**src/tbrl_pkg.sv**
```systemverilog
// Shared types and constants for the token bucket rate limiter.
// Used by every module in src; has no dependencies of its own.
package tbrl_pkg;

    // Field and register widths.
    localparam int unsigned NOW_W     = 63;
    localparam int unsigned AMT_W     = 32;
    localparam int unsigned RATE_W    = 32;
    localparam int unsigned BURST_W   = 32;
    localparam int unsigned TCAP_W    = 48;
    localparam int unsigned CFG_W     = 48;
    localparam int unsigned CFG_IDX_W = 2;
    localparam int unsigned WAIT_W    = 32;
    localparam int unsigned TOT_W     = 64;
    localparam int unsigned BAL_W     = 64;
    localparam int unsigned MICRO_W   = 20;
    localparam int unsigned AMTM_W    = AMT_W + MICRO_W;

    // Default depth of the queue between front and back.
    localparam int unsigned QUEUE_DEPTH_DEF = 2;

    // One token is this many micro-tokens.
    localparam logic [MICRO_W-1:0] MICRO_PER_TOKEN = 20'd1000000;

    // Saturation limits of the balance.
    localparam logic signed [BAL_W-1:0] BAL_MAX = 64'sh7FFF_FFFF_FFFF_FFFF;
    localparam logic signed [BAL_W-1:0] BAL_MIN = 64'sh8000_0000_0000_0000;

    // Configuration register indexes.
    localparam logic [CFG_IDX_W-1:0] CFG_RATE      = 2'd0;
    localparam logic [CFG_IDX_W-1:0] CFG_BURST     = 2'd1;
    localparam logic [CFG_IDX_W-1:0] CFG_TOTAL_CAP = 2'd2;

    // Classified item handed from the front to the back.
    typedef struct packed {
        logic               rejected;
        logic               need_div;
        logic [BAL_W-1:0]   deficit;
        logic [RATE_W-1:0]  rate;
        logic [TOT_W-1:0]   total;
    } t_job;

    typedef enum logic [3:0] {
        F_IDLE,
        F_MAG,
        F_MUL_LO,
        F_MUL_HI,
        F_SUM,
        F_GAIN,
        F_ADD_GAIN,
        F_ADD_AMT,
        F_CAP,
        F_PUSH
    } t_front_state;

    typedef enum logic [1:0] {
        B_IDLE,
        B_DIV,
        B_DONE
    } t_back_state;

endpackage

```
**src/tbrl_back.sv**
```systemverilog
// Back of the rate limiter: bit-serial division of the deficit by the rate
// and the registered result stage. Depends on tbrl_pkg.
module tbrl_back (
    input  logic                            i_clk,
    input  logic                            i_rst_n,
    input  logic                            i_empty,
    input  tbrl_pkg::t_job                  i_job,
    output logic                            o_pop,
    output logic                            o_valid,
    input  logic                            i_stall,
    output logic                            o_rejected,
    output logic [tbrl_pkg::WAIT_W-1:0]     o_wait_us,
    output logic [tbrl_pkg::TOT_W-1:0]      o_running_total
);

    tbrl_pkg::t_back_state r_state, n_state;

    logic [tbrl_pkg::RATE_W-1:0]   r_rem;
    logic [tbrl_pkg::BAL_W-1:0]    r_quo;
    logic [tbrl_pkg::RATE_W-1:0]   r_div;
    logic [5:0]                    r_step;
    logic [tbrl_pkg::TOT_W-1:0]    r_total_hold;

    logic                          r_out_valid;
    logic                          r_out_rej;
    logic [tbrl_pkg::WAIT_W-1:0]   r_out_wait;
    logic [tbrl_pkg::TOT_W-1:0]    r_out_total;

    logic                          w_out_free;
    logic                          w_load;
    logic [tbrl_pkg::RATE_W:0]     w_shift;
    logic                          w_ge;
    logic [tbrl_pkg::RATE_W:0]     w_sub;
    logic [tbrl_pkg::WAIT_W-1:0]   w_wait;

    assign w_out_free = !r_out_valid || !i_stall;

    // Next state.
    always_comb begin
        n_state = r_state;
        unique case (r_state)
            tbrl_pkg::B_IDLE: begin
                if (o_pop && i_job.need_div) begin
                    n_state = tbrl_pkg::B_DIV;
                end
            end
            tbrl_pkg::B_DIV: begin
                if (r_step == 6'd63) begin
                    n_state = tbrl_pkg::B_DONE;
                end
            end
            tbrl_pkg::B_DONE: begin
                if (w_out_free) begin
                    n_state = tbrl_pkg::B_IDLE;
                end
            end
            default: n_state = tbrl_pkg::B_IDLE;
        endcase
    end

    // Queue pop and result load.
    always_comb begin
        o_pop  = 1'b0;
        w_load = 1'b0;
        unique case (r_state)
            tbrl_pkg::B_IDLE: begin
                o_pop  = !i_empty && (i_job.need_div || w_out_free);
                w_load = !i_empty && !i_job.need_div && w_out_free;
            end
            tbrl_pkg::B_DONE: begin
                w_load = w_out_free;
            end
            default: begin
                o_pop = 1'b0;
            end
        endcase
    end

    // One restoring division step; the remainder stays below the divisor.
    assign w_shift = {r_rem, r_quo[63]};
    assign w_ge    = (w_shift >= {1'b0, r_div});
    assign w_sub   = w_shift - {1'b0, r_div};
    assign w_wait  = (|r_quo[63:32]) ? '1 : r_quo[31:0];

    always_ff @(posedge i_clk) begin
        if (!i_rst_n) begin
            r_state     <= tbrl_pkg::B_IDLE;
            r_out_valid <= 1'b0;
        end else begin
            r_state <= n_state;
            if (w_load) begin
                r_out_valid <= 1'b1;
            end else if (!i_stall) begin
                r_out_valid <= 1'b0;
            end
        end
    end

    // Divider and result registers.
    always_ff @(posedge i_clk) begin
        if (r_state == tbrl_pkg::B_IDLE && o_pop) begin
            r_rem        <= '0;
            r_quo        <= i_job.deficit;
            r_div        <= i_job.rate;
            r_step       <= '0;
            r_total_hold <= i_job.total;
        end else if (r_state == tbrl_pkg::B_DIV) begin
            r_rem  <= w_ge ? w_sub[tbrl_pkg::RATE_W-1:0] : w_shift[tbrl_pkg::RATE_W-1:0];
            r_quo  <= {r_quo[62:0], w_ge};
            r_step <= r_step + 1'b1;
        end
        if (w_load) begin
            if (r_state == tbrl_pkg::B_DONE) begin
                r_out_rej   <= 1'b0;
                r_out_wait  <= w_wait;
                r_out_total <= r_total_hold;
            end else begin
                r_out_rej   <= i_job.rejected;
                r_out_wait  <= '0;
                r_out_total <= i_job.total;
            end
        end
    end

    assign o_valid         = r_out_valid;
    assign o_rejected      = r_out_rej;
    assign o_wait_us       = r_out_wait;
    assign o_running_total = r_out_total;

    // A rejected item never carries a delay.
    a_rej_no_wait: assert property (@(posedge i_clk) disable iff (!i_rst_n)
        o_valid && o_rejected |-> o_wait_us == '0)
        else $error("rejected item with nonzero wait");

    // The divider only runs with a nonzero divisor.
    a_div_nonzero: assert property (@(posedge i_clk) disable iff (!i_rst_n)
        r_state == tbrl_pkg::B_DIV |-> r_div != '0)
        else $error("division by zero rate");

    // The last division step hands over to the result stage.
    a_div_ends: assert property (@(posedge i_clk) disable iff (!i_rst_n)
        r_state == tbrl_pkg::B_DIV && r_step == 6'd63 |=> r_state == tbrl_pkg::B_DONE)
        else $error("divider overran its step count");

endmodule

```
**config.mk**
```make
export PLATFORM = sky130hd
export DESIGN_NAME = tbrl_back
export DESIGN_NICKNAME = d
export VERILOG_FILES = /design/src/tbrl_pkg.sv /design/src/tbrl_back.sv
export SDC_FILE = /design/constraint.sdc
export NUM_CORES = 1
export LEC_CHECK = 0
export BUFFER_PORTS_ARGS = -buffer_cell sky130_fd_sc_hd__clkbuf_2
export CAP_MARGIN = 20
export CORE_UTILIZATION = 40
export CTS_CLUSTER_DIAMETER = 60
export CTS_CLUSTER_SIZE = 10
export DETAILED_ROUTE_END_ITERATION = 6
export PLACE_DENSITY = 0.6
export RECOVER_POWER = 50
export SLEW_MARGIN = 10
export SYNTH_ARGS = -nofsm -noshare
export SYNTH_HDL_FRONTEND = slang
export SYNTH_SLANG_ARGS = --single-unit
export TNS_END_PERCENT = 1
```
**constraint.sdc**
```tcl
create_clock -name i_clk -period 7.5 [get_ports i_clk]
set_input_delay 1.125 -clock i_clk [delete_from_list [all_inputs] [get_ports i_clk]]
set_output_delay 1.125 -clock i_clk [all_outputs]
set_load 0.01 [all_outputs]
```
==> summary.md <==
| Metric | Value |
|---|---|
| Top_reg_cell synth | `edfxtp_1` |
| Critical path launch point | `i_job[160]` |
| WS Path Type | `input pin to flip-flop` |
| Failing checks | `capacitance limit, slew limit` |
| Reg2reg start | `r_state[1]$_SDFFE_PN0P_` |
| H-Tree Depth | `2` |
| Synth top area share | `0.583` |
| Worst setup SP type | `input pin` |
| Worst-margin pin slew | `approximately 3.3 ns` |
| Die height | `184 um` |
| Post-Synthesis Cells | `~1100` |
| 1st-pass router iterations | `5` |
| Vias in the first global route | `8824` |
| CTS Root Cell | `clkbuf_16` |
| Clock network power share | `0.416` |
| Clock Latency Late Sink | `0.52 ns` |
| Area growth syn-to-layout | `20.9%` |
| Initial antenna violation count | `4` |
| TritonCTS clock tree | `done` |
| Switch Pwr | `approximately 940 uW` |
| Max-slew violation count | `199` |
| Final Setup Violations | `0` |
| Max IR drop VDD | `approximately 150 uV` |
| Routed wire length per instance | `17.2 um` |
| Total wire length | `between 30000 and 40000 um` |
| Max-capacitance violation count | `4` |
| Async SR Flop Fraction | `0` |
| HP Class | `flip-flop to flip-flop` |
| Crit end category | `flip-flop` |
| Ys Warns | `0` |
| Post-synth top cells | `edfxtp_1, nand2_1, mux2_2, o21ai_0` |
| Via Count | `between 9000 and 10000` |
| Core ar. | `about 0.033 mm2` |
| CTS Hold Buffers Added | `0` |
| Fillers | `roughly 3000` |
| Post-Syn Nets | `1268` |
| Io pins | `roughly 270` |
| Sequential-to-total area share from yosys stat | `0.645` |
| Switching Share | `0.235` |
| CTS sink cnt | `298` |
| Port Buffers | `~260` |
| Clock Tree Buf Depth | `3` |
| Pwr/cell area | `~250 mW/mm2` |
| Layout cells sized above 1 | `0.204` |
| Arrival time of the worst setup path | `a little under 4 ns` |
| Initial core utilization | `0.407` |
| Maximum fanout along the worst path | `57` |
| NumNets Final | `about 1500` |
| Post-Route Skew | `about 0.018 ns` |
| CTS Buf Count | `37` |
| Combinational share of power | `0.087` |
| CTS clk-pin slew, worst paths | `~0.05 ns` |
| Status | `finished, violations left` |
| Yosys cell types | `59` |
| Multi-input logic area | `about 0.0043 mm2` |
| DP HPWL | `21200 um` |
| RSZ-0062 raised after global routing | `no` |
| Gr usage total | `0.180` |
| Cell area after synthesis | `0.0132 mm2` |
| CP required | `~7.6 ns` |
| Post-CTS Setup Repair Bufs | `0` |
| Flop pwr share | `0.497` |
| Post-synth EDFFs | `about 260` |
| Post_cts resized | `0` |
| Hold Slack | `roughly 0.48 ns` |
| Post-route setup TNS | `0 ns` |
| First-pass GRT wire length | `47500 um` |
| Routed vias/inst | `about 5.1` |
| Post-Syn Area per Cell | `about 12 um2` |
| Synthesis-stage register bit count | `~300` |
| Min Tclk post-route | `just under 4 ns` |
| Residual DRC | `0` |
| Ranking of synthesized cells by area | `edfxtp_1, nand2_1, dfxtp_1, mux2_2, ha_1` |
| Leakage | `6.18 nW` |
| Rel. slew slack | `-1.19` |
| Max Clk Rate | `about 0.26 GHz` |
| Pin count of the biggest net entering global routing | `approximately 90` |
| Die area | `about 0.034 mm2` |
| P_int | `3.06 mW` |
| Most instantiated library cell after synthesis | `edfxtp_1` |
| Row count | `66` |
| Die X | `roughly 180 um` |
| Beginning of the worst hold path | `r_rem[15]$_SDFFE_PP0P_` |
| Hold Fails Final Rpt | `0` |
| Period utilization | `0.522` |
| Placer Congestion | `~0.86` |
| Flip-flop and latch area | `~0.0085 mm2` |
| Remaining antenna violation count | `0` |
| Global route overflow | `0` |
| Violation count after the first detailed-routing iteration | `roughly 570` |
| Area leader, netlist | `edfxtp_1` |
power by group through the flow:
stage          logic (mW)  clock network, mW  registers, mW
2_1_floorplan       0.209                  0           2.02
3_3_place_gp        0.348                  0           2.01
3_5_place_dp        0.357                  0           2.02
4_1_cts             0.359               1.71           1.98
5_1_grt             0.391               1.77           2.00
6_report            0.348               1.66           1.99
worst paths after layout:
| path | to | slack [ns] | cells after the start |
|---|---|---|---|
| worst max-delay path | o_running_total[53]$_DFFE_PP_ | 3.59 | 5 |
| worst min-delay path | r_rem[15]$_SDFFE_PP0P_ | 0.48 | 2 |
| worst max register to register | o_running_total[53]$_DFFE_PP_ | 3.89 | 3 |
| worst min register to register | r_rem[15]$_SDFFE_PP0P_ | 0.48 | 2 |
metal layers:
metal  vias to the layer above  GRT usage  wire (um)
li1                       4415          -          -
met1                      4338      0.243      13700
met2                       335      0.278      14000
met3                        58     0.0475       2610
met4                         2     0.0680        819
met5                         -          0         17
layout make-up:
type                       instances  area share
clock buffer                      59      0.0650
sequential                       298       0.534
inverter                          43      0.0104
clock inverter                     9     0.00587
timing repair buffer             275      0.0791
antenna                            5    0.000782
tap                              442      0.0346
multi-input combinational        677       0.271
placed cells by master (no fill, tap or decap), types with 14 or more instances in the layout:
cell type  count
edfxtp_1     257
nand2_1      244
clkbuf_2     149
clkbuf_1     139
mux2_2        64
o21ai_0       45
inv_1         41
a21oi_1       41
dfxtp_1       41
clkbuf_16     38
o21a_1        33
ha_1          33
nor2_1        29
mux2i_1       21
xnor2_1       19
nand4_1       14
nand3_1       14
registers in the layout (all words and copies together), names as in the netlist, 2 cells and up:
register / flops
o_running_total: 64
o_wait_us: 32
r_div: 32
r_quo: 64
r_rem: 32
r_state: 2
r_step: 6
r_total_hold: 64
per-stage QoR:
stage	cell area [um2]	power, mW	setup WS, ns	utilization	std cells
final	16000	4.00	3.59	0.492	1808
after global routing	16000	4.16	3.31	0.491	1805
after CTS	16200	4.05	3.59	0.496	1803
after detailed placement	15000	2.37	3.59	0.462	1735
after global placement	15000	2.36	3.61	0.461	1734
after floorplan	13200	2.23	0.921	-	1068
critical path, cell delays in order:
cell	delay (ns)
clkbuf_2	0.12
nor2_1	0.10
o21bai_1	0.12
a21oi_4	0.14
clkbuf_1	2.31
cells by family (layout without fill, tap and decap cells):
group	after synthesis	count (layout)	synth area share
adders and majority gates	34	34	0.0327
buffers and inverters	93	386	0.0297
muxes	85	85	0.0704
AOI/OAI and AO/OA	183	183	0.0917
DFF	298	298	0.645
xor gates and xnor gates	31	31	0.0205
and+or+nand+nor	344	344	0.110
other	0	5	0
Note: power is estimated with default switching activity, not from simulation.
