===== src/tbrl_pkg.sv =====
// Shared types and constants for the token bucket rate limiter.
// Used by every module in src; has no dependencies of its own.
package tbrl_pkg;

    // Field and register widths.
    localparam int unsigned NOW_W     = 63;
    localparam int unsigned AMT_W     = 32;
    localparam int unsigned RATE_W    = 32;
    localparam int unsigned BURST_W   = 32;
    localparam int unsigned TCAP_W    = 48;
    localparam int unsigned CFG_W     = 48;
    localparam int unsigned CFG_IDX_W = 2;
    localparam int unsigned WAIT_W    = 32;
    localparam int unsigned TOT_W     = 64;
    localparam int unsigned BAL_W     = 64;
    localparam int unsigned MICRO_W   = 20;
    localparam int unsigned AMTM_W    = AMT_W + MICRO_W;

    // Default depth of the queue between front and back.
    localparam int unsigned QUEUE_DEPTH_DEF = 2;

    // One token is this many micro-tokens.
    localparam logic [MICRO_W-1:0] MICRO_PER_TOKEN = 20'd1000000;

    // Saturation limits of the balance.
    localparam logic signed [BAL_W-1:0] BAL_MAX = 64'sh7FFF_FFFF_FFFF_FFFF;
    localparam logic signed [BAL_W-1:0] BAL_MIN = 64'sh8000_0000_0000_0000;

    // Configuration register indexes.
    localparam logic [CFG_IDX_W-1:0] CFG_RATE      = 2'd0;
    localparam logic [CFG_IDX_W-1:0] CFG_BURST     = 2'd1;
    localparam logic [CFG_IDX_W-1:0] CFG_TOTAL_CAP = 2'd2;

    // Classified item handed from the front to the back.
    typedef struct packed {
        logic               rejected;
        logic               need_div;
        logic [BAL_W-1:0]   deficit;
        logic [RATE_W-1:0]  rate;
        logic [TOT_W-1:0]   total;
    } t_job;

    typedef enum logic [3:0] {
        F_IDLE,
        F_MAG,
        F_MUL_LO,
        F_MUL_HI,
        F_SUM,
        F_GAIN,
        F_ADD_GAIN,
        F_ADD_AMT,
        F_CAP,
        F_PUSH
    } t_front_state;

    typedef enum logic [1:0] {
        B_IDLE,
        B_DIV,
        B_DONE
    } t_back_state;

endpackage


===== src/tbrl_fifo.sv =====
// Short queue of classified jobs between the front and the back.
// Depends on tbrl_pkg for the job type.
module tbrl_fifo #(
    parameter int unsigned DEPTH = tbrl_pkg::QUEUE_DEPTH_DEF
) (
    input  logic            i_clk,
    input  logic            i_rst_n,
    input  logic            i_push,
    input  tbrl_pkg::t_job  i_job,
    output logic            o_full,
    input  logic            i_pop,
    output tbrl_pkg::t_job  o_job,
    output logic            o_empty
);

    localparam int unsigned PTR_W = (DEPTH > 1) ? $clog2(DEPTH) : 1;
    localparam int unsigned CNT_W = $clog2(DEPTH + 1);
    localparam logic [PTR_W-1:0] LAST_PTR = PTR_W'(DEPTH - 1);
    localparam logic [CNT_W-1:0] FULL_CNT = CNT_W'(DEPTH);

    tbrl_pkg::t_job    r_mem [DEPTH];
    logic [PTR_W-1:0]  r_wr_ptr;
    logic [PTR_W-1:0]  r_rd_ptr;
    logic [CNT_W-1:0]  r_count;

    assign o_full  = (r_count == FULL_CNT);
    assign o_empty = (r_count == '0);
    assign o_job   = r_mem[r_rd_ptr];

    // Storage.
    always_ff @(posedge i_clk) begin
        if (i_push) begin
            r_mem[r_wr_ptr] <= i_job;
        end
    end

    // Pointers and fill count.
    always_ff @(posedge i_clk) begin
        if (!i_rst_n) begin
            r_wr_ptr <= '0;
            r_rd_ptr <= '0;
            r_count  <= '0;
        end else begin
            if (i_push) begin
                r_wr_ptr <= (r_wr_ptr == LAST_PTR) ? '0 : r_wr_ptr + 1'b1;
            end
            if (i_pop) begin
                r_rd_ptr <= (r_rd_ptr == LAST_PTR) ? '0 : r_rd_ptr + 1'b1;
            end
            if (i_push && !i_pop) begin
                r_count <= r_count + 1'b1;
            end else if (i_pop && !i_push) begin
                r_count <= r_count - 1'b1;
            end
        end
    end

endmodule


===== config.mk =====
export PLATFORM = sky130hd
export DESIGN_NAME = tbrl_fifo
export DESIGN_NICKNAME = d
export VERILOG_FILES = /design/src/tbrl_pkg.sv /design/src/tbrl_fifo.sv
export SDC_FILE = /design/constraint.sdc
export NUM_CORES = 1
export LEC_CHECK = 0
export BUFFER_PORTS_ARGS = -buffer_cell sky130_fd_sc_hd__buf_2
export CORE_MARGIN = 2
export CORE_UTILIZATION = 42
export DETAILED_ROUTE_END_ITERATION = 10
export MAX_ROUTING_LAYER = met4
export PLACE_DENSITY = 0.66
export SYNTH_ARGS = -nofsm -noshare
export SYNTH_HDL_FRONTEND = slang
export SYNTH_SLANG_ARGS = --single-unit

===== constraint.sdc =====
create_clock -name i_clk -period 18.7 [get_ports i_clk]
set_input_delay 3.74 -clock i_clk [delete_from_list [all_inputs] [get_ports i_clk]]
set_output_delay 3.74 -clock i_clk [all_outputs]
set_load 0.01 [all_outputs]

==> qor.csv, run 1 <==
stage;metric;value;unit
outcome;status;finished, final reports clean;
cts;H-tree depth;2;
critical_path;critical path fanouts, max;60;
grt;Total GRT Usage;0.151;
floorplanning;Die Area;30500;µm²
floorplanning;Die H;175;µm
layout;Area Overhead vs Synth;25.2;%
yosys;Cells after Synth;526;
route;DRT Wirelength;23.2;mm
sta;Slew Viols, Final;0;
grt;initial antenna violation count;1;
yosys;Cell variety after synth;17;
yosys;Synth Cell Area;12200;µm²
yosys;largest family of logic cells by synthesized area;multiplexers;
yosys;area leader, netlist;edfxtp_1;
layout;Layout Utilization;0.533;
sta;Worst Skew;0.0121;ns
yosys;top cells by area, synth;edfxtp_1 80%, mux2_4 9.8%, mux2_2 7.6%;
layout;final net count;1047;
cts;root buffer cell;clkbuf_16;
power_and_ir_drop;total leakage power;5.89;nW
critical_path;CP required;14.96;ns
sta;Least-Margin Pin Slew;1.04;ns
sta;setup_tns;0;ns
hold_path;min-delay worst type;reg -> reg;
sta;Final WS setup;12.04;ns
placed_design;port buffer count;329;
yosys;prevailing post-synth register cell;edfxtp_1;
grt;vias in the first global route;6297;
yosys;Syn Area/Cell;23.2;µm²
yosys;Simple-Gate Fraction of Synth Area;0.00440;
cts;Post-CTS Repair Setup Buffers;0;
critical_path;Crit-path slowest cell;dfxtp_4;
critical_path;worst path arrival time;2.92;ns
sta;Slew headroom;0.309;
route;per-cell routed wire length;18.0;µm
layout;layout cell share with drive strength beyond 1;0.602;
critical_path;worst-path cell chain;buf_4, mux2_2, buf_2;
route;Via Count;6089;
run;max-cap violations;0;
floorplanning;Core Area;28700;µm²
route;Vias/cell;4.73;
sta;Tmin final;6.66;ns
floorplanning;Die Width;175;µm
yosys;total of warnings raised by yosys;0;
route;DRC;0;
route;Antenna Nets Post-Route;0;
route;1st-pass router iterations;4;
floorplanning;Site Rows;62;
yosys;Synth Net Count;693;
cts;PostCTS Resize Cnt;0;
yosys;number of flops mapped to enable cells by yosys;324;
grt;total grt overflow;0;
yosys;top-count cell post-synth;edfxtp_1;
cts;Longest Clk Path Bufs;3;
yosys;sequential area share after synthesis;0.804;
grt;largest net degree at the start of global routing;71;
critical_path;critical path class;reg -> out;
cts;worst skew pair latency;0.50;ns
cts;CTS buffer count;35;
sta;setup violators final;0;
yosys;Yosys reg bits;329;
yosys;mux share of post-synthesis cell area;0.174;
route;drt initial violations;312;
sta;post-route clock period utilization;0.356;
yosys;XOR/XNOR Fraction of Synth Area;0.00215;
placed_design;gp weighted congestion;0.731;
power_and_ir_drop;IR drop worst, VDD;0.0974;mV
grt;first-pass GRT wire length;34.4;mm
placed_design;setup slack after placement;12.49;ns
yosys;most instantiated cells after synthesis;324 x edfxtp_1, 82 x mux2_2, 80 x mux2_4, 10 x buf_6, 8 x buf_2;
yosys;compound-gate portion of the synthesized area;0.00164;
sta;Final Hold Vio Count;0;
cts;CTS tree;yes;
sta;RSZ-0062 raised after global routing;no;
critical_path;Startpoint Class;flop;
placed_design;post-DP HPWL;15.3;mm
power_and_ir_drop;Pwr Density;109;nW/µm²
cts;TritonCTS sink count;329;
cts;hold buffers post-CTS;0;
floorplanning;initial core utilization;0.426;
layout;fillcell total;2346;
yosys;ys async rst share;0;
cts;clock transition at the registers of the reported paths;0.06;ns
critical_path;peak per-stage delay on the critical path;0.90;ns
sta;Highest Clock Rate;150;MHz
yosys;Yosys top cell area share;0.796;
yosys;adder and majority gate portion of the synthesized area;0.00102;
critical_path;Crit. End Element;output pin;
floorplanning;IO Count;330;
-- kinds of logic (layout without fill, tap and decap cells) --
logic type,after synthesis,after routing
AO/OA/AOI/OAI,3,3
adder cells (fa/ha/maj),1,1
flip-flops,329,329
XOR/XNOR,3,3
other,0,1
buffers and inverters,19,396
multiplexers,162,162
AND/OR/NAND/NOR,9,9
-- layout make-up --
class / instances / area [µm²] / share of cell area
sequential: 329 / 9830 / 0.642
multi-input combinational: 178 / 2250 / 0.147
timing repair buffer: 335 / 1690 / 0.111
clock buffer: 50 / 975 / 0.0637
tap: 384 / 480 / 0.0314
clock inverter: 10 / 75.1 / 0.00490
inverter: 1 / 3.75 / 0.000245
antenna: 1 / 2.50 / 0.000163
-- metal layers --
metal / vias up / global-route usage / part of all wire
li1: 2810 / - / -
met1: 2965 / 0.186 / 0.41
met2: 261 / 0.239 / 0.47
met3: 53 / 0.0498 / 0.089
met4: 0 / 0.0479 / 0.026
met5: - / - / 0
-- layout by cell type, fill, tap and decap left out, drive strengths merged --
cell type  count
and2           4
nor2           1
dfxtp          5
mux2         162
clkinv         8
diode          1
a21boi         1
o21a           1
xnor2          1
edfxtp       324
xor2           2
ha             1
nor2b          3
clkbuf        50
bufinv         1
inv            2
buf          335
or3            1
o21ai          1
-- worst max-delay path, delay by kind of cell, from the launching register on --
family / cells / cell delay [ns]
buf+inv: 2 / 1.03
mux: 1 / 0.43
flops: 1 / 0.90
-- state kept, by name, indices dropped and copies added, names as in the netlist, named ones only --
name,count
r_mem,324
r_rd_ptr,1
r_wr_ptr,1
r_count,2
-- stage by stage --
| step | instances | area, µm² | hold slack [ns] | total power [W] |
|---|---|---|---|---|
| 2_1_floorplan | 526 | 12200 | 0.473 | 0.000990 |
| 3_3_place_gp | 1227 | 14300 | 0.504 | 0.00105 |
| 3_5_place_dp | 1227 | 14300 | 0.531 | 0.00106 |
| 4_1_cts | 1287 | 15300 | 0.547 | 0.00170 |
| 5_1_grt | 1288 | 15300 | 0.606 | 0.00173 |
| 6_report | 1288 | 15300 | 0.553 | 0.00167 |
-- power breakdown --
group	internal, W	total [W]	switching [W]
Clock	0.000376	0.000630	0.000254
Combinational	0.0000866	0.000172	0.0000853
Sequential	0.000854	0.000868	0.0000139
-- final timing paths --
path | cells past startpoint | startpoint | slack, ns | to
worst max-delay path | 3 | flop | 12.04 | o_job[149]
worst min-delay path | 2 | r_count[1] | 0.55 | r_count[1]
worst max register to register | 2 | r_wr_ptr | 16.40 | r_mem[0][26]
worst min register to register | 2 | r_count[1] | 0.55 | r_count[1]
No activity file was read; power rests on OpenSTA's default activity.
==> run 2: changes to the inputs <==
--- a/config.mk
+++ b/config.mk
@@ -10,7 +10,7 @@
 export CORE_UTILIZATION = 42
 export DETAILED_ROUTE_END_ITERATION = 10
 export MAX_ROUTING_LAYER = met4
-export PLACE_DENSITY = 0.66
+export PLACE_DENSITY = 0.69
 export SYNTH_ARGS = -nofsm -noshare
 export SYNTH_HDL_FRONTEND = slang
 export SYNTH_SLANG_ARGS = --single-unit
==> constraint.sdc (replaced) <==
create_clock -name i_clk -period 5.4 [get_ports i_clk]
set_input_delay 1.08 -clock i_clk [delete_from_list [all_inputs] [get_ports i_clk]]
set_output_delay 1.08 -clock i_clk [all_outputs]
set_load 0.01 [all_outputs]
==> run 2 against run 1 <==
Net effect: count of clock-buffer cells in the layout fell by 3; sequential power rose to 3.5 times the previous value; combinational power rose to 3.4 times the previous value; critical path depth did not move; total power rose to 3.5 times the previous value; non-clock buffer count did not move; sequential share of layout area fell by 0.53 points; critical path type unchanged; largest cell class unchanged; sequential cell count did not move; register-to-register slack got worse by 13 ns; routed wire length rose by 2.8%.
==> qor.csv, run 2 (synthesis gave the netlist of run 1 again) <==
stage;metric;value;unit;change
outcome;status;finished, final reports clean;;
route;Metal-1 WL;9.82;mm;+2.5%
sta;Slew headroom;0.359;;+0.0499
critical_path;worst reg2reg setup slack;3.31;ns;-13.09 ns
power_and_ir_drop;total leakage power;5.93;nW;+0.69%
cts;CTS tree;yes;;
sta;RSZ-0062 raised after global routing;no;;
placed_design;DP Area;14300;µm²;+0.26%
sta;Highest Clock Rate;276;MHz;
floorplanning;Die Width;175;µm;unchanged
floorplanning;Die H;175;µm;unchanged
layout;post-route insts no fill;1298;;+0.78%
placed_design;Placed Cells;1227;;unchanged
critical_path;peak per-stage delay on the critical path;0.86;ns;-0.04 ns
cts;TritonCTS sink count;329;;unchanged
critical_path;CP required;4.32;ns;-10.64 ns
layout;Largest Register;r_mem;;
route;drt initial violations;303;;-2.9%
layout;final net count;1048;;+0.096%
sta;Slew Viols, Final;0;;unchanged
layout;commonest non-fill, non-tap cell in the layout;buf_2;;
hold_path;Worst Hold End;r_count[1];;
critical_path;worst r2r src;r_wr_ptr;;
placed_design;setup slack after placement;2.27;ns;-10.21 ns
critical_path;Crit-path slowest cell;dfxtp_4;;
hold_path;min-delay src;r_count[1];;
hold_path;min-delay worst type;reg -> reg;;
critical_path;worst path arrival time;2.54;ns;-0.38 ns
sta;Least-Margin Pin Slew;0.962;ns;-0.0748 ns
cts;root buffer cell;clkbuf_16;;
placed_design;port buffer count;329;;unchanged
layout;Area Overhead vs Synth;26.3;%;
cts;H-tree depth;2;;unchanged
route;DRC;0;;unchanged
route;DRT Wirelength;23.9;mm;+2.8%
run;max-cap violations;0;;unchanged
route;Vias/cell;4.75;;+0.42%
cts;Post-CTS Repair Setup Buffers;0;;unchanged
layout;max reg flops;324;;unchanged
critical_path;Crit path max-delay family;flip-flops;;
critical_path;critical path class;reg -> out;;
power_and_ir_drop;NetSw;0.00125;W;+250%
route;Highest Signal Layer;met4;;
route;1st-pass router iterations;6;;+2
grt;initial antenna violation count;7;;+6
cts;Longest Clk Path Bufs;3;;unchanged
floorplanning;IO Count;330;;unchanged
route;met3 WL;1.98;mm;-3.8%
cts;hold buffers post-CTS;0;;unchanged
critical_path;worst-path cell chain;buf_4, mux2_2, buf_2;;
floorplanning;Die Area;30500;µm²;unchanged
route;Antenna Nets Post-Route;0;;unchanged
critical_path;r2r endpoint;r_mem[1][134];;
sta;Worst Skew;0.00588;ns;-0.00618 ns
power_and_ir_drop;Sequential Power Share;0.509;;-0.011
layout;most frequent cells in the layout;329 x buf_2, 324 x edfxtp_1, 82 x mux2_2;;
route;DR WL met2;11.4;mm;+4.0%
sta;setup_tns;0;ns;unchanged
route;Via Count;6162;;+1.2%
floorplanning;initial core utilization;0.426;;unchanged
sta;Tmin final;3.62;ns;
grt;first-pass GRT wire length;35.9;mm;+4.3%
critical_path;Startpoint Class;flop;;
cts;worst skew pair latency;0.49;ns;about the same
cts;PostCTS Resize Cnt;0;;unchanged
layout;biggest regs;r_mem: 324 flops, r_count: 2 flops;;
grt;largest net degree at the start of global routing;164;;+130%
critical_path;R2R depth;2;;unchanged
grt;vias in the first global route;6509;;+3.4%
placed_design;post-DP HPWL;15.4;mm;+0.73%
grt;Total GRT Usage;0.158;;+0.00643
layout;layout cell share with drive strength beyond 1;0.604;;+0.00175
power_and_ir_drop;Clk pwr share;0.391;;+0.014
cts;CTS buffer count;36;;+2.9%
floorplanning;Site Rows;62;;unchanged
critical_path;Bufs and invs on worst path;2;;unchanged
placed_design;gp weighted congestion;0.789;;+7.9%
sta;post-route clock period utilization;0.671;;
sta;Final Hold Vio Count;0;;unchanged
power_and_ir_drop;Gate power share;0.100;;-0.003
critical_path;Crit. End Element;output pin;;
power_and_ir_drop;cell internal pwr;0.00466;W;+250%
power_and_ir_drop;IR drop worst, VDD;0.278;mV;+190%
power_and_ir_drop;Pwr Density;383;nW/µm²;+250%
floorplanning;Core Area;28700;µm²;unchanged
power_and_ir_drop;Sw Ratio;0.211;;-0.000408
critical_path;critical path fanouts, max;45;;-25%
grt;total grt overflow;0;;unchanged
route;per-cell routed wire length;18.4;µm;+2.0%
hold_path;worst hold path depth;2;;unchanged
cts;clock transition at the registers of the reported paths;0.06;ns;about the same
layout;Finished Cell Area;15400;µm²;+0.83%
sta;setup violators final;0;;unchanged
sta;Final WS setup;1.78;ns;-10.26 ns
[run 2: cell types whose count changed in the layout (fill, tap and decap cells not counted), moves of 3 or more]
| cell | before | now |
|---|---|---|
| buf_4 | 6 | 3 |
| buf_12 | 0 | 3 |
| diode_2 | 1 | 7 |
| clkinv_1 | 3 | 6 |
| clkbuf_1 | 13 | 10 |
[run 2: area by class of cell]
class | instances | area [µm²]
Antenna cell | 7 | 17.5
Clock buffer | 47 | 963
Clock inverter | 17 | 161
Fill cell | 2330 | 13300
Inverter | 1 | 3.75
Multi-Input combinational cell | 178 | 2250
Sequential cell | 329 | 9830
Tap cell | 384 | 480
Timing Repair Buffer | 335 | 1730
[run 2: worst register-to-register path, delay by kind of cell (launching register included)]
family / cells / cell delay [ns]
flip-flops: 1 / 0.38
AND/OR/NAND/NOR: 1 / 0.81
buffers and inverters: 1 / 0.44
[run 2: worst max-delay path by stage]
| stage | from | to | slack (ns) | cells after the start |
|---|---|---|---|---|
| floorplan | i_push | r_mem[1][0] | 0.11 | 1 |
| global placement | flop | o_job[156] | 2.29 | 3 |
| detailed placement | flop | o_job[149] | 2.27 | 3 |
| CTS | flop | o_job[149] | 1.70 | 3 |
| global route | flop | o_job[156] | 1.62 | 3 |
| finish | flop | o_job[149] | 1.78 | 3 |
[run 2: metrics by stage]
| stage | hold WS (ns) | util | power, W |
|---|---|---|---|
| finish | 0.547 | 0.538 | 0.00591 |
| global route | 0.556 | 0.538 | 0.00615 |
| CTS | 0.546 | 0.537 | 0.00599 |
| detailed placement | 0.537 | 0.498 | 0.00366 |
| global placement | 0.498 | 0.498 | 0.00365 |
| floorplan | 0.473 | - | 0.00342 |
[run 2: power by group through the flow]
| stage | Sequential, W | Combinational, W | Clock, W |
|---|---|---|---|
| 2_1_floorplan | 0.00304 | 0.000374 | 0 |
| 3_3_place_gp | 0.00306 | 0.000594 | 0 |
| 3_5_place_dp | 0.00306 | 0.000602 | 0 |
| 4_1_cts | 0.00301 | 0.000605 | 0.00238 |
| 5_1_grt | 0.00302 | 0.000639 | 0.00249 |
| 6_report | 0.00301 | 0.000593 | 0.00231 |
[run 2: per-layer routing]
metal  vias to the layer above  global-route usage
met3                        50              0.0537
met1                      3009               0.193
met4                         0              0.0559
met2                       275               0.246
met5                         -                   -
li1                       2828                   -
==> run 3: changes to the inputs <==
--- a/config.mk
+++ b/config.mk
@@ -10,7 +10,7 @@
 export CORE_UTILIZATION = 42
 export DETAILED_ROUTE_END_ITERATION = 10
 export MAX_ROUTING_LAYER = met4
-export PLACE_DENSITY = 0.69
+export PLACE_DENSITY = 0.66
 export SYNTH_ARGS = -nofsm -noshare
 export SYNTH_HDL_FRONTEND = slang
 export SYNTH_SLANG_ARGS = --single-unit
==> constraint.sdc (replaced) <==
create_clock -name i_clk -period 3.45 [get_ports i_clk]
set_input_delay 0.69 -clock i_clk [delete_from_list [all_inputs] [get_ports i_clk]]
set_output_delay 0.69 -clock i_clk [all_outputs]
set_load 0.01 [all_outputs]
==> run 3 against run 2 <==
Net effect: sequential power grew 56%; sequential share of layout area shrank 0.052 points; cell count shrank 0.23%; die area is the same; via count shrank 0.70%; critical endpoint is now o_job[55]; largest power group unchanged.
==> qor.csv, run 3 (synthesis gave the netlist of run 1 again) <==
stage;metric;value;unit;change
hold_path;min-delay worst type;in -> reg;;
grt;total grt overflow;0;;unchanged
route;Vias/cell;4.73;;-0.47%
cts;TritonCTS sink count;329;;unchanged
sta;Final Hold Vio Count;0;;unchanged
outcome;status;finished, final reports clean;;
layout;biggest regs;r_mem: 324 flops, r_count: 2 flops;;
layout;final net count;1054;;+0.57%
placed_design;post-DP HPWL;15.6;mm;+1.3%
cts;CTS tree;yes;;
critical_path;worst r2r src;r_wr_ptr;;
cts;Longest Clk Path Bufs;3;;unchanged
sta;Tmin final;2.88;ns;
layout;most frequent cells in the layout;329 x buf_2, 324 x edfxtp_1, 82 x mux2_2;;
grt;met2 usage;0.241;;-0.00463
cts;CTS buffer count;35;;-2.8%
route;DRC;0;;unchanged
layout;commonest non-fill, non-tap cell in the layout;buf_2;;
grt;GR peak layer;met2;;
placed_design;gp weighted congestion;0.743;;-5.7%
route;Antenna Nets Post-Route;0;;unchanged
floorplanning;Die Width;175;µm;unchanged
floorplanning;Die Area;30500;µm²;unchanged
route;drt initial violations;363;;+20%
critical_path;CP required;2.76;ns;-1.56 ns
route;DRT Wirelength;23.6;mm;-1.0%
grt;vias in the first global route;6374;;-2.1%
sta;Slew headroom;0.553;;+0.194
layout;layout cell share with drive strength beyond 1;0.607;;+0.00240
power_and_ir_drop;IR drop worst, VDD;0.464;mV;+67%
critical_path;critical path fanouts, max;41;;-8.9%
critical_path;Startpoint Class;flop;;
floorplanning;Site Rows;62;;unchanged
sta;setup violators final;0;;unchanged
layout;Largest Register;r_mem;;
cts;clock transition at the registers of the reported paths;0.06;ns;about the same
cts;H-tree depth;2;;unchanged
grt;first-pass GRT wire length;35.0;mm;-2.5%
run;max-cap violations;0;;unchanged
grt;largest net degree at the start of global routing;87;;-47%
critical_path;critical path class;reg -> out;;
placed_design;DP Area;14400;µm²;+0.72%
floorplanning;initial core utilization;0.426;;unchanged
layout;Finished Cell Area;15400;µm²;about the same
critical_path;CP endpoint;o_job[55];;
sta;Slew Viols, Final;0;;unchanged
critical_path;Crit. End Element;output pin;;
critical_path;R2R depth;2;;unchanged
critical_path;worst reg2reg setup slack;1.74;ns;-1.57 ns
critical_path;worst path arrival time;2.19;ns;-0.35 ns
floorplanning;Core Area;28700;µm²;unchanged
placed_design;port buffer count;329;;unchanged
layout;Area Overhead vs Synth;26.4;%;about the same
cts;root buffer cell;clkbuf_16;;
sta;Highest Clock Rate;348;MHz;
sta;post-route clock period utilization;0.834;;
route;Via Count;6119;;-0.70%
power_and_ir_drop;total leakage power;5.95;nW;+0.30%
floorplanning;IO Count;330;;unchanged
grt;GRT met1 Usage;0.189;;-0.00415
route;per-cell routed wire length;18.2;µm;-0.80%
critical_path;r2r endpoint;r_mem[1][38];;
grt;Total GRT Usage;0.155;;-0.00308
cts;hold buffers post-CTS;0;;unchanged
layout;Layout Utilization;0.538;;about the same
grt;met3 GRT Util;0.0527;;-0.00109
sta;RSZ-0062 raised after global routing;no;;
cts;PostCTS Resize Cnt;0;;unchanged
cts;worst skew pair latency;0.51;ns;+0.02 ns
grt;initial antenna violation count;1;;-6
power_and_ir_drop;Pwr Density;588;nW/µm²;+54%
floorplanning;Die H;175;µm;unchanged
route;1st-pass router iterations;4;;-2
layout;max reg flops;324;;unchanged
sta;Worst Skew;0.00983;ns;+0.00395 ns
cts;Post-CTS Repair Setup Buffers;0;;unchanged
power_and_ir_drop;Total Power;0.00908;W;+54%
sta;Least-Margin Pin Slew;0.671;ns;-0.291 ns
run 3: cell count changes in the layout (fill, tap and decap cells not counted), sizes merged:
cell	before	now
bufinv	3	2
clkinv	12	11
inv	1	5
buf	335	342
clkbuf	47	42
clkinvlp	2	1
diode	7	1
run 3: critical path: stages, from the launching register on:
cell     delay, ns
dfxtp_4       0.74
buf_4         0.41
mux2_2        0.38
buf_2         0.14
run 3: area by class of cell:
class | instances | area [µm²]
fillers | 2332 | 13300
flip-flops and latches | 329 | 9830
multi-input cells | 178 | 2250
repair buffers | 342 | 1830
clock buffers | 42 | 902
well taps | 384 | 480
clock inverters | 18 | 148
inverters | 1 | 3.75
diodes | 1 | 2.50
run 3: how the worst min path moves through the flow:
stage	slack, ns	depth (start not counted)	end	start
5_1_grt	0.35	1	r_mem[0][119]	i_job[119]
3_5_place_dp	0.54	2	r_count[1]	r_count[1]
3_3_place_gp	0.50	2	r_count[1]	r_count[1]
6_report	0.37	1	r_mem[0][17]	i_job[17]
2_1_floorplan	0.47	2	r_count[1]	r_count[1]
4_1_cts	0.34	1	r_mem[1][15]	i_job[15]
run 3: per-layer routing:
| metal | vias up | share of wire |
|---|---|---|
| met5 | - | 0 |
| met4 | 0 | 0.031 |
| met3 | 51 | 0.089 |
| met2 | 276 | 0.47 |
| met1 | 2966 | 0.41 |
| li1 | 2826 | - |
run 3: metrics by stage:
step | worst slack (ns) | hold WS (ns) | setup TNS [ns] | std cells
global placement | 1.06 | 0.500 | 0 | 1234
detailed placement | 1.05 | 0.538 | 0 | 1234
floorplan | -0.113 | 0.473 | -18.40 | 526
CTS | 0.503 | 0.343 | 0 | 1294
finish | 0.573 | 0.369 | 0 | 1295
global route | 0.426 | 0.348 | 0 | 1295
run 3: report_power, final:
part / switching, W / internal, W
combinational: 0.000466 / 0.000486
clock: 0.00142 / 0.00202
sequential: 0.0000698 / 0.00462
